[src/rtl/core/spfa_pkg.sv]
// Shared types and constants for the single-precision adder pipeline.
package spfa_pkg;
  localparam logic [23:0] HIDDEN_BIT = 24'h800000;
  localparam logic [7:0] EXP_MAX = 8'd255;
  localparam int SUBN_LIMIT = -23;

  typedef struct packed {
    logic        bypass;
    logic [31:0] bypass_word;
    logic [9:0]  exp;
    logic signed [25:0] sum;
  } align_t;

  typedef struct packed {
    logic        bypass;
    logic [31:0] bypass_word;
    logic        zero;
    logic        sign;
    logic signed [10:0] exp;
    logic [23:0] mag;
  } norm_t;
endpackage

[src/rtl/core/single_precision_float_adder_top.sv]
// Three-stage pipelined truncating single-precision adder.
// Throughput: one transfer per cycle unless the output stalls; align, normalize and pack stages
// each end in a register and advance together when the output is free.
// Reset clears all stage valid bits; data registers are not reset.
module single_precision_float_adder_top import spfa_pkg::*; (
  input  logic        clk,
  input  logic        rst,
  input  logic        in_valid,
  output logic        in_ready,
  input  logic [31:0] a_word,
  input  logic [31:0] b_word,
  output logic        out_valid,
  input  logic        out_ready,
  output logic [31:0] sum_word
);
  align_t a_c, a_r;
  norm_t  n_c, n_r;
  logic [31:0] w_c;
  logic v1, v2, adv;

  spfa_align u_align (.a_word(a_word), .b_word(b_word), .res(a_c));
  spfa_norm  u_norm  (.in(a_r), .res(n_c));
  spfa_pack  u_pack  (.in(n_r), .word(w_c));

  assign adv = !out_valid || out_ready;
  assign in_ready = adv;

  always_ff @(posedge clk) begin
    if (rst) begin
      v1 <= 1'b0;
      v2 <= 1'b0;
      out_valid <= 1'b0;
    end else if (adv) begin
      v1 <= in_valid;
      v2 <= v1;
      out_valid <= v2;
    end
  end

  always_ff @(posedge clk) begin
    if (adv) begin
      a_r <= a_c;
      n_r <= n_c;
      sum_word <= w_c;
    end
  end

`ifndef NO_ASSERTIONS
  a_hold: assert property (@(posedge clk) disable iff (rst)
    out_valid && !out_ready |=> out_valid && $stable(sum_word))
    else $error("output changed while stalled");
  a_pipe: assert property (@(posedge clk) disable iff (rst)
    in_valid && in_ready |=> v1)
    else $error("transfer lost at stage one");
  a_ready: assert property (@(posedge clk) disable iff (rst)
    !out_valid |-> in_ready)
    else $error("stalled with empty output");
`endif
endmodule

[src/rtl/core/spfa_align.sv]
// Operand unpack, exponent compare, alignment shift, signed add and zero-operand bypass.
module spfa_align import spfa_pkg::*; (
  input  logic [31:0] a_word,
  input  logic [31:0] b_word,
  output align_t      res
);
  logic [7:0]  ea, eb, d;
  logic [23:0] ma, mb, sa_m, sb_m;
  logic signed [25:0] va, vb;
  always_comb begin
    ea = a_word[30:23];
    eb = b_word[30:23];
    ma = {1'b1, a_word[22:0]};
    mb = {1'b1, b_word[22:0]};
    sa_m = ma;
    sb_m = mb;
    if (ea > eb) begin
      d = ea - eb;
      sb_m = (d >= 8'd25) ? 24'd0 : (mb >> d);
      res.exp = {2'b00, ea};
    end else begin
      d = eb - ea;
      sa_m = (d >= 8'd25) ? 24'd0 : (ma >> d);
      res.exp = {2'b00, eb};
    end
    va = a_word[31] ? -$signed({2'b00, sa_m}) : $signed({2'b00, sa_m});
    vb = b_word[31] ? -$signed({2'b00, sb_m}) : $signed({2'b00, sb_m});
    res.sum = va + vb;
    res.bypass = 1'b0;
    res.bypass_word = 32'd0;
    if (a_word[30:0] == 31'd0) begin
      res.bypass = 1'b1;
      res.bypass_word = b_word;
    end else if (b_word[30:0] == 31'd0) begin
      res.bypass = 1'b1;
      res.bypass_word = a_word;
    end
  end
endmodule

[src/rtl/core/spfa_norm.sv]
// Sign extraction, zero detection, carry handling and leading-one normalization.
module spfa_norm import spfa_pkg::*; (
  input  align_t in,
  output norm_t  res
);
  logic [24:0] mag;
  logic [24:0] m;
  logic [4:0]  lz;
  always_comb begin
    mag = in.sum[25] ? 25'(-in.sum) : 25'(in.sum);
    res.bypass = in.bypass;
    res.bypass_word = in.bypass_word;
    res.zero = (in.sum == 26'sd0);
    res.sign = in.sum[25];
    res.exp = $signed({1'b0, in.exp});
    m = mag;
    if (m[24]) begin
      m = m >> 1;
      res.exp = res.exp + 11'sd1;
    end
    lz = 5'd0;
    for (int i = 0; i < 24; i++) begin
      if (m[i]) lz = 5'(23 - i);
    end
    res.mag = m[23:0] << lz;
    res.exp = res.exp - $signed({6'd0, lz});
  end
endmodule

[src/rtl/core/spfa_pack.sv]
// Overflow, underflow and result word packing.
module spfa_pack import spfa_pkg::*; (
  input  norm_t       in,
  output logic [31:0] word
);
  logic [4:0] sh;
  always_comb begin
    sh = 5'(11'sd1 - in.exp);
    if (in.bypass) begin
      word = in.bypass_word;
    end else if (in.zero) begin
      word = 32'd0;
    end else if (in.exp >= $signed({3'b000, EXP_MAX})) begin
      word = {in.sign, EXP_MAX, 23'd0};
    end else if (in.exp <= 11'sd0) begin
      if (in.exp < 11'(SUBN_LIMIT)) word = {in.sign, 31'd0};
      else word = {in.sign, 8'd0, 23'(in.mag >> sh)};
    end else begin
      word = {in.sign, in.exp[7:0], in.mag[22:0]};
    end
  end
endmodule

[config.mk]
export PLATFORM = sky130hd
export DESIGN_NAME = single_precision_float_adder_top
export DESIGN_NICKNAME = d
export VERILOG_FILES = /design/src/rtl/core/spfa_pkg.sv /design/src/rtl/core/single_precision_float_adder_top.sv /design/src/rtl/core/spfa_align.sv /design/src/rtl/core/spfa_norm.sv /design/src/rtl/core/spfa_pack.sv
export SDC_FILE = /design/constraint.sdc
export NUM_CORES = 1
export LEC_CHECK = 0
export BUFFER_PORTS_ARGS = -buffer_cell sky130_fd_sc_hd__buf_2
export CAP_MARGIN = 0
export CORE_MARGIN = 4
export CORE_UTILIZATION = 45
export CTS_BUF_LIST = sky130_fd_sc_hd__clkbuf_16
export CTS_CLUSTER_SIZE = 10
export DETAILED_ROUTE_END_ITERATION = 8
export PLACE_DENSITY_LB_ADDON = 0.2
export REMOVE_ABC_BUFFERS = 1
export SETUP_SLACK_MARGIN = 0.2
export SLEW_MARGIN = 0
export SYNTH_ARGS = -nofsm -noshare
export SYNTH_HDL_FRONTEND = slang
export SYNTH_HIERARCHICAL = 1
export SYNTH_SLANG_ARGS = --single-unit
[constraint.sdc]
create_clock -name clk -period 16.3 [get_ports clk]
set_input_delay 1.63 -clock clk [delete_from_list [all_inputs] [get_ports clk]]
set_output_delay 1.63 -clock clk [all_outputs]
set_load 0.03 [all_outputs]
---- Yosys cells after proc, flatten, opt, wreduce, memory -nomap -nowiden ----
Cells that the tools add are included.
cells by class
  shift-type cells ........................ 4
  magnitude comparators ................... 6
  reductions and logical operators ........ 5
  mux-type cells .......................... 41
  add/subtract/negate cells ............... 9
operator list
  cell                     count
  $mux W24                 5
  $mux W5                  24
  $mux W32                 3
  $logic_not A31 Y1        2
  $mux W31                 2
  $mux W26                 2
  $neg A24 Y26             2
  $shr A24 B8 Y24          2
  $mux W33                 1
  $add A26 B26 Y26         1
  $logic_not A26 Y1        1
  $mux W25                 1
  $neg A25 Y25             1
  $shl A24 B5 Y24          1
  $shr A24 B5 Y23          1
  $mux W23                 1
  $ge A8 B5 Y1 const B     2
  $sub A8 B8 Y8            2
  $add A10 B1 Y11 const B  1
  $ge A11 B9 Y1 const B    1
  $le A11 B1 Y1 const B    1
  $lt A11 B6 Y1 const B    1
  $mux W11                 1
  $sub A11 B6 Y11          1
  other kinds (5)          5
storage, ports and cells
  flip-flop bits (word level) ............. 174
  logic and storage cells ................. 79
  output and inout port bits .............. 34

---- Logic depth before layout (Yosys ltp) ----
Gate-level depths: netlist (run 1).
  word-level depth ........................ 28
  depth in mapped cells ................... 32
  mapped depth without buffers ............ 29

---- By module ----
The synthesis (run 1) kept the hierarchy.
modules (own cells, without submodules)
  module                            area an instance (um^2)  times used  sequential area each (um^2)  cells an instance
  spfa_align                        6949.2                   1           0.0                          951
  single_precision_float_adder_top  5263.8                   1           5195.0                       183
  spfa_norm                         3749.8                   1           0.0                          544
  spfa_pack                         1963.1                   1           0.0                          235

---- Worst setup path after synthesis (run 1) ----
No wires, ideal clock.
  path type ............................... input -> register
  start point ............................. input a_word[23]
  end point ............................... register a_r[25] (netlist name), data pin
  path buffers ............................ 3
  arrival time ............................ 7.116 ns
  slack ................................... 8.924 ns
  cell stages on the path ................. 31
  setup time .............................. 0.260 ns
  cell sequence ........................... inv_1 > ha_1 > inv_1 > fa_1 > buf_2 > buf_2 > buf_2 > mux4_2 > mux2i_1 > a21oi_1 > a21oi_1 > o22ai_1 > a22oi_1 > ha_1 > and2_1 > nand2_1 > or3_1 > o31ai_2 > xor2_1 > ha_1 > a21oi_1 > o21ai_0 > a21o_1 > a21o_1 > a211oi_1 > a21oi_1 > nor3_1 > o21ai_0 > a31o_2 > a31oi_1 > xnor2_1
RTL lines
  item                  line                                    text
  from (decl)           single_precision_float_adder_top.sv:10  input logic [31:0] a_word,
  to (signal assigned)  single_precision_float_adder_top.sv:42  a_r <= a_c;
  to (decl)             single_precision_float_adder_top.sv:16  align_t a_c, a_r;

==> impl_metrics.env, run 1 <==
export IMPL_status="finished, final reports clean"
export IMPL_ios=102
export IMPL_finalCritPeriodShare_pct=50.7
export IMPL_power_density_nw_per_um2=192
export IMPL_core_area_sq_um=39000
export IMPL_first_global_vias=15100
export IMPL_endpoint_kind="flop"
export IMPL_port_buffers=101
export IMPL_dp_hpwl_um=44000
export IMPL_grt_remaining_overflow=0
export IMPL_total_leakage_power_nw=7.42
export IMPL_ys_top_cells_by_count="171 x edfxtp_1, 152 x nand2_1, 120 x mux2i_1, 116 x nor2_1, 108 x o21ai_0"
export IMPL_syn_inst=1913
export IMPL_cts_sinks=174
export IMPL_root_buffer="clkbuf_16"
export IMPL_cp_max_fo=32
export IMPL_synth_cell_types=131
export IMPL_firstDrtPassIters=6
export IMPL_vias_per_cell=6.58
export IMPL_die_h_um=208
export IMPL_hold_ws_ps=417
export IMPL_synth_top_cell_by_area="edfxtp_1"
export IMPL_drtIter0Drc=1610
export IMPL_max_clock_freq_ghz=0.121
export IMPL_antenna_found_initial=0
export IMPL_maxSlewHeadroom_pct=28.3
export IMPL_grt_usage_pct=25.5
export IMPL_nNetsFinal=2024
export IMPL_path_class="input pin to flop"
export IMPL_met2_usage_pct=42.6
export IMPL_top_usage_layer="met2"
export IMPL_arrival_ps=8450
export IMPL_setup_tns_ps=0
export IMPL_finalNonFillerCells=2430
export IMPL_drt_wl_total_um=57800
export IMPL_htree_levels=4
export IMPL_async_flop_share_pct=0
export IMPL_synth_edf_count=171
export IMPL_cp_start_kind="input pin"
export IMPL_synth_seq_cells=174
export IMPL_dp_slack_ps=7770
export IMPL_ys_seq_area_share_pct=29.0
export IMPL_cts_tree="done"
export IMPL_syn_cell_area_sq_um=17900
export IMPL_post_cts_buffers=0
export IMPL_max_stage_delay_ps=530
export IMPL_worstSkewPairLatency_ps=430
export IMPL_ys_flop_type="edfxtp_1"
export IMPL_hp_class="flop to flop"
export IMPL_maxCapViolCount=0
export IMPL_period_minus_slack_ps=8260
export IMPL_synthTopCellsByArea="edfxtp_1 29%, mux2i_1 6.7%, mux4_2 4.5%, ha_1 3.7%, xnor2_1 3.2%"
export IMPL_fillers=3659
export IMPL_initial_core_util_pct=46.0
export IMPL_rows=72
export IMPL_ir_drop_mv=0.0937
export IMPL_synth_area_per_cell_sq_um=9.37
export IMPL_ys_warn_count=6
export IMPL_grt_max_degree=107
export IMPL_post_cts_resized=0
export IMPL_hold_viol_final=0
export IMPL_p_total_w=0.00364
export IMPL_grt_pass1_wl_um=87600
export IMPL_synth_top_area_share_pct=28.6
export IMPL_diodes=0
export IMPL_ant_nets=0
export IMPL_area_growth_pct=5.83
export IMPL_die_x_um=208
export IMPL_place_inst=2398
export IMPL_rsz0062_at_grt="no"
export IMPL_cp_slowest_cell="fa_1"
export IMPL_crit_top_cell="o21ai_0"
export IMPL_wl_per_cell_um=23.8
export IMPL_finalClockSkew_ps=16.1
export IMPL_cts_buffers=17
export IMPL_worstMarginPinSlew_ps=1060
export IMPL_gp_congestion=1.07
export IMPL_global_route_usage_met1_pct=32.1
export IMPL_clk_pin_slew_ps=80
export IMPL_cts_hold_buf=0
export IMPL_yosysMostFrequentCell="edfxtp_1"
export IMPL_clk_path_buf_depth=2
export IMPL_dieArea_sq_um=43100
export IMPL_cp_required_ps=16480
export IMPL_final_setup_worst_slack_ps=8040
export IMPL_met3_usage_pct=4.78
export IMPL_slew_violations=0
export IMPL_ff2ff_setup_slack_ps=9500
export IMPL_setup_viol=0
export IMPL_drc=0
export IMPL_vias=16000
export IMPL_layout_drive_gt1_share_pct=16.5
[flip-flops by register name, summed over array words and instances (netlist names)]
register / flops
v2: 1
out_valid: 1
sum_word: 32
v1: 1
a_r: 69
n_r: 70
[cell usage in the layout (no fill, tap or decap), types with 17 or more instances in the layout]
| cell | count |
|---|---|
| a211oi_1 | 25 |
| a21o_1 | 21 |
| a21oi_1 | 89 |
| a22o_1 | 46 |
| a22oi_1 | 36 |
| and3_1 | 20 |
| buf_2 | 101 |
| buf_4 | 20 |
| clkbuf_16 | 17 |
| edfxtp_1 | 171 |
| ha_1 | 52 |
| inv_1 | 67 |
| mux2_2 | 33 |
| mux2i_1 | 120 |
| mux4_2 | 36 |
| nand2_1 | 152 |
| nand2b_1 | 32 |
| nand3_1 | 39 |
| nand4_1 | 22 |
| nor2_1 | 116 |
| nor3_1 | 31 |
| nor4_1 | 23 |
| o21ai_0 | 108 |
| o21ai_1 | 35 |
| o31ai_1 | 19 |
| xnor2_1 | 66 |
| xor2_1 | 44 |
[kinds of logic (layout without fill, tap and decap cells)]
family / count (synthesis) / after routing / share of synthesized area, %
flip-flops: 174 / 174 / 29.0
adder cells (fa/ha/maj): 57 / 57 / 4.15
other: 1 / 2 / 0.0209
multiplexers: 197 / 197 / 14.0
buffers and inverters: 230 / 228 / 6.80
AO/OA/AOI/OAI: 593 / 593 / 24.2
XOR/XNOR: 119 / 119 / 6.21
AND/OR/NAND/NOR: 542 / 542 / 15.7
[per-layer routing]
layer  share of wire, %  up-vias
met5                  0        -
met4                5.0        0
li1                   -     7323
met3                7.5      197
met2                 48      759
met1                 40     7709
[stage by stage]
| stage | instance area (sq um) | util, % |
|---|---|---|
| floorplan | 17000 | - |
| global placement | 18300 | 47.0 |
| detailed placement | 18300 | 47.0 |
| CTS | 19000 | 48.6 |
| global route | 19000 | 48.6 |
| finish | 19000 | 48.6 |
[report_power, final]
part / total (W) / switching [W] / internal (W)
logic: 0.00239 / 0.00146 / 0.000938
clock network: 0.000423 / 0.000208 / 0.000215
registers: 0.000823 / 0.000150 / 0.000674
[worst max-delay path, delay by kind of cell]
kind | cells | cell delay [ps]
fa+ha+maj | 3 | 1010
xor+xnor | 2 | 320
simple gates | 3 | 670
buf+inv | 4 | 710
mux | 3 | 1020
compound gates | 13 | 3080
[worst paths after layout]
| path | from | end | depth (start not counted) |
|---|---|---|---|
| worst min register to register | a_r[41] | n_r[42] | 0 |
| worst min-delay path | a_r[41] | n_r[42] | 0 |
| worst max-delay path | a_word[23] | a_r[25] | 28 |
| worst max register to register | a_r[0] | n_r[33] | 18 |
[area by class of cell]
class	instances	area [sq um]	share of cell area, %
flip-flops and latches	174	5190	27.4
clock inverters	15	221	1.17
repair buffers	121	656	3.46
clock buffers	17	425	2.24
well taps	518	648	3.42
multi-input cells	1510	11500	60.8
inverters	75	289	1.52
Power figures use the tool's default switching activity.
==> inputs of run 2 (changes only) <==
- clock period: 16.3 -> 7.1 ns (I/O delays scaled with it)
==> run 2 against run 1 <==
Cell count rose by 3.5%. Die area did not move. Wire length grew 3.5%. Largest cell class unchanged. Clock power rose by 130%. Highest routed layer is now met5.
==> impl_metrics.env, run 2 (same netlist as run 1, synthesis figures left out) <==
export IMPL_status="finished, final reports clean"
export IMPL_layout_drive_gt1_share_pct=20.3
export IMPL_antenna_found_initial=1
export IMPL_final_common_cell="edfxtp_1"
export IMPL_setup_viol=0
export IMPL_path_depth=28
export IMPL_initial_core_util_pct=46.0
export IMPL_core_area_sq_um=39000
export IMPL_rr_endpoint="n_r[33]"
export IMPL_max_stage_delay_ps=640
export IMPL_diodes=0
export IMPL_r2r_start="a_r[0]"
export IMPL_cp_required_ps=7280
export IMPL_finalCritPeriodShare_pct=92.0
export IMPL_dieArea_sq_um=43100
export IMPL_cts_sinks=174
export IMPL_largestRegisters="n_r x70, a_r x69, sum_word x32"
export IMPL_firstDrtPassIters=7
export IMPL_clk_path_buf_depth=2
export IMPL_grt_remaining_overflow=0
export IMPL_total_leakage_power_nw=7.84
export IMPL_area_growth_pct=9.61
export IMPL_slew_violations=0
export IMPL_holdCritStartpoint="a_r[62]"
export IMPL_p_seq_share_pct=21.9
export IMPL_cts_tree="done"
export IMPL_dp_hpwl_um=46800
export IMPL_maxSlewHeadroom_pct=23.7
export IMPL_drc=0
export IMPL_cts_hold_buf=0
export IMPL_path_delay_family="compound AO/OA/AOI/OAI gates"
export IMPL_rsz0062_at_grt="no"
export IMPL_largest_register="n_r"
export IMPL_worstSkewPairLatency_ps=440
export IMPL_swShare_pct=49.5
export IMPL_hold_viol_final=0
export IMPL_p_comb_share_pct=67.0
export IMPL_hold_ws_ps=411
export IMPL_cts_buffers=17
export IMPL_period_minus_slack_ps=6530
export IMPL_clockPowerShare_pct=11.1
export IMPL_reg2regPathDepth=21
export IMPL_gp_congestion=0.966
export IMPL_internal_power_w=0.00432
export IMPL_hp_class="flop to flop"
export IMPL_cp_max_fo=6
export IMPL_path_class="input pin to flop"
export IMPL_post_cts_buffers=0
export IMPL_ios=102
export IMPL_power_density_nw_per_um2=435
export IMPL_rows=72
export IMPL_post_cts_resized=0
export IMPL_min_path_cells=0
export IMPL_cp_start_kind="input pin"
export IMPL_cp_slowest_cell="xnor2_1"
export IMPL_finalNonFillerCells=2516
export IMPL_grt_usage_pct=26.5
export IMPL_nNetsFinal=2110
export IMPL_worstMarginPinSlew_ps=1130
export IMPL_max_clock_freq_ghz=0.153
export IMPL_ant_nets=0
export IMPL_drt_wl_total_um=59900
export IMPL_wl_per_cell_um=23.8
export IMPL_clk_pin_slew_ps=80
export IMPL_first_global_vias=15300
export IMPL_endpoint_kind="flop"
export IMPL_finalClockSkew_ps=16.6
export IMPL_place_inst=2484
export IMPL_arrival_ps=6710
export IMPL_htree_levels=4
export IMPL_largest_register_ffs=70
export IMPL_die_x_um=208
export IMPL_ff2ff_setup_slack_ps=780
export IMPL_drtIter0Drc=1711
export IMPL_vias_per_cell=6.43
export IMPL_mostFrequentLayoutCells="171 x edfxtp_1, 152 x nand2_1, 120 x mux2i_1"
export IMPL_die_h_um=208
export IMPL_root_buffer="clkbuf_16"
export IMPL_switchingPower_w=0.00423
export IMPL_maxCapViolCount=0
export IMPL_port_buffers=101
export IMPL_grt_max_degree=62
export IMPL_vias=16200
export IMPL_grt_pass1_wl_um=91200
export IMPL_path_buf_inv=3
export IMPL_min_to="n_r[63]"
export IMPL_ir_drop_mv=0.220
[run 2: layout make-up]
| cell class | instances | area, sq um |
|---|---|---|
| fillers | 3618 | 19400 |
| clock buffers | 17 | 425 |
| well taps | 518 | 648 |
| clock inverters | 15 | 210 |
| inverters | 75 | 289 |
| flip-flops and latches | 174 | 5190 |
| repair buffers | 207 | 1330 |
| multi-input cells | 1510 | 11600 |
[run 2: worst reg2reg max path, delay by kind of cell (launching register included)]
family                     cells  cell delay [ps]
xor gates and xnor gates       1              150
buffers and inverters          3              880
AOI/OAI and AO/OA              9             2260
adders and majority gates      2              640
and+or+nand+nor                6             1680
DFF                            1              480
[run 2: worst max path at each step]
stage,slack (ps),start,end
3_3_place_gp,30,a_word[23],a_r[25]
4_1_cts,460,b_word[23],a_r[25]
5_1_grt,220,a_r[0],n_r[34]
6_report,570,a_word[23],a_r[25]
2_1_floorplan,-260,a_word[23],a_r[25]
3_5_place_dp,30,b_word[23],a_r[25]
[run 2: stage by stage]
stage                     TNS [ps]  area [sq um]  setup WS (ps)  total power (W)  util (%)
after floorplan               -458         17000           -259          0.00586         -
after global placement           0         19000           28.2          0.00746      48.7
after detailed placement         0         19000           25.5          0.00747      48.7
after CTS                        0         19600            464          0.00846      50.3
after global routing             0         19600            215          0.00911      50.4
final                            0         19600            567          0.00856      50.4
[run 2: metal layers]
layer	routed length [um]	global-route usage, %
met5	12	0
met4	2880	12.6
met3	3800	3.51
met2	27700	42.1
met1	25400	36.1
[run 2: power groups by stage]
stage	clock network (W)	logic (W)	registers, W
finish	0.000953	0.00573	0.00187
global route	0.00102	0.00617	0.00191
CTS	0.000982	0.00560	0.00187
detailed placement	0	0.00557	0.00189
global placement	0	0.00557	0.00189
floorplan	0	0.00392	0.00194
==> inputs of run 3 (changes only) <==
- ABC_AREA: not set -> 1
==> run 3 against run 2 <==
Fmax is 3.7% higher. Global-route usage is 0.32 points lower. Clock skew is 4.7 ps lower. Largest cell class unchanged. Worst setup slack better by 230 ps. Critical endpoint is now a_r[23].
==> impl_metrics.env, run 3 <==
export IMPL_hold_ws_ps=414
export IMPL_clk_pin_slew_ps=70
export IMPL_status="finished, final reports clean"
export IMPL_async_flop_share_pct=0
export IMPL_area_growth_pct=5.86
export IMPL_ys_seq_area_share_pct=28.4
export IMPL_drc=0
export IMPL_grt_pass1_wl_um=91700
export IMPL_max_stage_delay_ps=390
export IMPL_arrival_ps=6480
export IMPL_hold_viol_final=0
export IMPL_synthTopCellsByArea="edfxtp_1 28%, nand2_1 16%, nand3_1 13%, inv_1 5.0%, ha_1 3.6%"
export IMPL_cts_buffers=17
export IMPL_slew_violations=0
export IMPL_synth_top_family_by_area="simple AND/OR/NAND/NOR gates"
export IMPL_finalNonFillerCells=3247
export IMPL_gp_congestion=0.996
export IMPL_synth_fa_ha_area_share_pct=4.06
export IMPL_cp_max_fo=15
export IMPL_ys_warn_count=6
export IMPL_setup_tns_ps=0
export IMPL_cp_required_ps=7280
export IMPL_die_x_um=210
export IMPL_cts_hold_buf=0
export IMPL_synth_top_cell_by_area="edfxtp_1"
export IMPL_syn_inst=2707
export IMPL_wl_per_cell_um=18.4
export IMPL_syn_cell_area_sq_um=18300
export IMPL_dieArea_sq_um=44000
export IMPL_clk_path_buf_depth=2
export IMPL_yosysMostFrequentCell="nand2_1"
export IMPL_ff2ff_setup_slack_ps=1330
export IMPL_drt_wl_total_um=59800
export IMPL_diodes=0
export IMPL_htree_levels=4
export IMPL_synth_simple_area_share_pct=42.3
export IMPL_synth_compound_area_share_pct=9.12
export IMPL_largest_register="n_r"
export IMPL_rows=73
export IMPL_nNetsFinal=2834
export IMPL_p_total_w=0.00788
export IMPL_final_common_cell="nand2_1"
export IMPL_firstDrtPassIters=6
export IMPL_grt_remaining_overflow=0
export IMPL_r2r_start="a_r[2]"
export IMPL_worstMarginPinSlew_ps=1130
export IMPL_path_class="input pin to flop"
export IMPL_crit_top_cell="nand2_1"
export IMPL_holdCritStartpoint="a_r[56]"
export IMPL_largest_register_ffs=70
export IMPL_hp_class="flop to flop"
export IMPL_cts_sinks=174
export IMPL_root_buffer="clkbuf_16"
export IMPL_finalClockSkew_ps=11.9
export IMPL_dp_hpwl_um=47300
export IMPL_largestRegisters="n_r x70, a_r x69, sum_word x32"
export IMPL_ios=102
export IMPL_synthMuxAreaShare_pct=0
export IMPL_drtIter0Drc=1568
export IMPL_finalCritPeriodShare_pct=88.7
export IMPL_max_clock_freq_ghz=0.159
export IMPL_place_inst=3214
export IMPL_synth_xor_area_share_pct=4.99
export IMPL_cp_start_kind="input pin"
export IMPL_layout_drive_gt1_share_pct=13.7
export IMPL_mostFrequentLayoutCells="777 x nand2_1, 469 x nand3_1, 246 x inv_1"
export IMPL_first_global_vias=17000
export IMPL_ant_nets=0
export IMPL_total_leakage_power_nw=9.34
export IMPL_grt_max_degree=70
export IMPL_port_buffers=101
export IMPL_synth_seq_cells=174
export IMPL_ys_flop_type="edfxtp_1"
export IMPL_synth_edf_count=171
export IMPL_cts_tree="done"
export IMPL_maxSlewHeadroom_pct=24.2
export IMPL_synth_cell_types=66
export IMPL_die_h_um=210
export IMPL_grt_usage_pct=26.2
export IMPL_cp_slowest_cell="fa_1"
export IMPL_synth_area_per_cell_sq_um=6.76
export IMPL_crit_start="b_word[23]"
export IMPL_ir_drop_mv=0.210
export IMPL_ys_top_cells_by_count="778 x nand2_1, 469 x nand3_1, 244 x inv_1, 171 x edfxtp_1, 171 x nor2_1"
export IMPL_endpoint_kind="flop"
export IMPL_antenna_found_initial=1
export IMPL_period_minus_slack_ps=6300
export IMPL_maxCapViolCount=0
export IMPL_vias=18300
export IMPL_initial_core_util_pct=45.8
export IMPL_core_area_sq_um=40000
export IMPL_rsz0062_at_grt="no"
export IMPL_vias_per_cell=5.63
export IMPL_worstSkewPairLatency_ps=440
export IMPL_setup_viol=0
export IMPL_power_density_nw_per_um2=407
export IMPL_synth_top_area_share_pct=28.1
run 3: area by class of cell:
class | count | area [sq um]
clock buffers | 17 | 425
well taps | 525 | 657
fillers | 4165 | 20600
multi-input cells | 2096 | 11100
flip-flops and latches | 174 | 5190
clock inverters | 15 | 135
inverters | 287 | 1090
repair buffers | 133 | 771
run 3: through the flow:
step | cell area, sq um | utilization, % | setup slack [ps]
final | 19400 | 48.4 | 800
after CTS | 19400 | 48.4 | 739
after global placement | 18800 | 47.0 | 387
after global routing | 19400 | 48.4 | 206
after detailed placement | 18800 | 47.0 | 288
after floorplan | 17400 | - | 414
run 3: what timing repair did:
action                                  4_1_cts  5_1_grt
endpoints found under the setup margin        0        4
resized for setup                             0        5
setup buffers                                 0        0
run 3: cells by family (layout without fill, tap and decap cells):
| kind of cell | after synthesis | in the layout |
|---|---|---|
| simple gates | 1653 | 1654 |
| flops | 174 | 174 |
| compound gates | 283 | 283 |
| buf+inv | 439 | 452 |
| fa+ha+maj | 57 | 57 |
| other cells | 1 | 2 |
| xor+xnor | 100 | 100 |
run 3: layer usage:
metal,routed length (um),share of wire (%),global-route usage [%],vias to the layer above
li1,-,-,-,8967
met3,4000,6.7,3.42,142
met1,25100,42,33.9,8399
met4,2590,4.3,11.4,2
met5,13,0.022,0,-
met2,28100,47,44.1,780
run 3: path summary, 6_finish.rpt:
check | cells after the start | to
worst max-delay path | 39 | a_r[23]
worst min-delay path | 0 | n_r[57]
worst max register to register | 31 | n_r[34]
worst min register to register | 0 | n_r[57]
run 3: power by group:
group / switching (W) / internal (W) / total [W]
combinational: 0.00358 / 0.00162 / 0.00520
clock: 0.000419 / 0.000458 / 0.000876
sequential: 0.000267 / 0.00154 / 0.00180
total: 0.00427 / 0.00362 / 0.00788
run 3: critical path: cells and delay by family:
family / cells / cell delay [ps]
AO/OA/AOI/OAI: 8 / 1530
XOR/XNOR: 2 / 410
adder cells (fa/ha/maj): 4 / 1090
buffers and inverters: 7 / 740
AND/OR/NAND/NOR: 18 / 1990
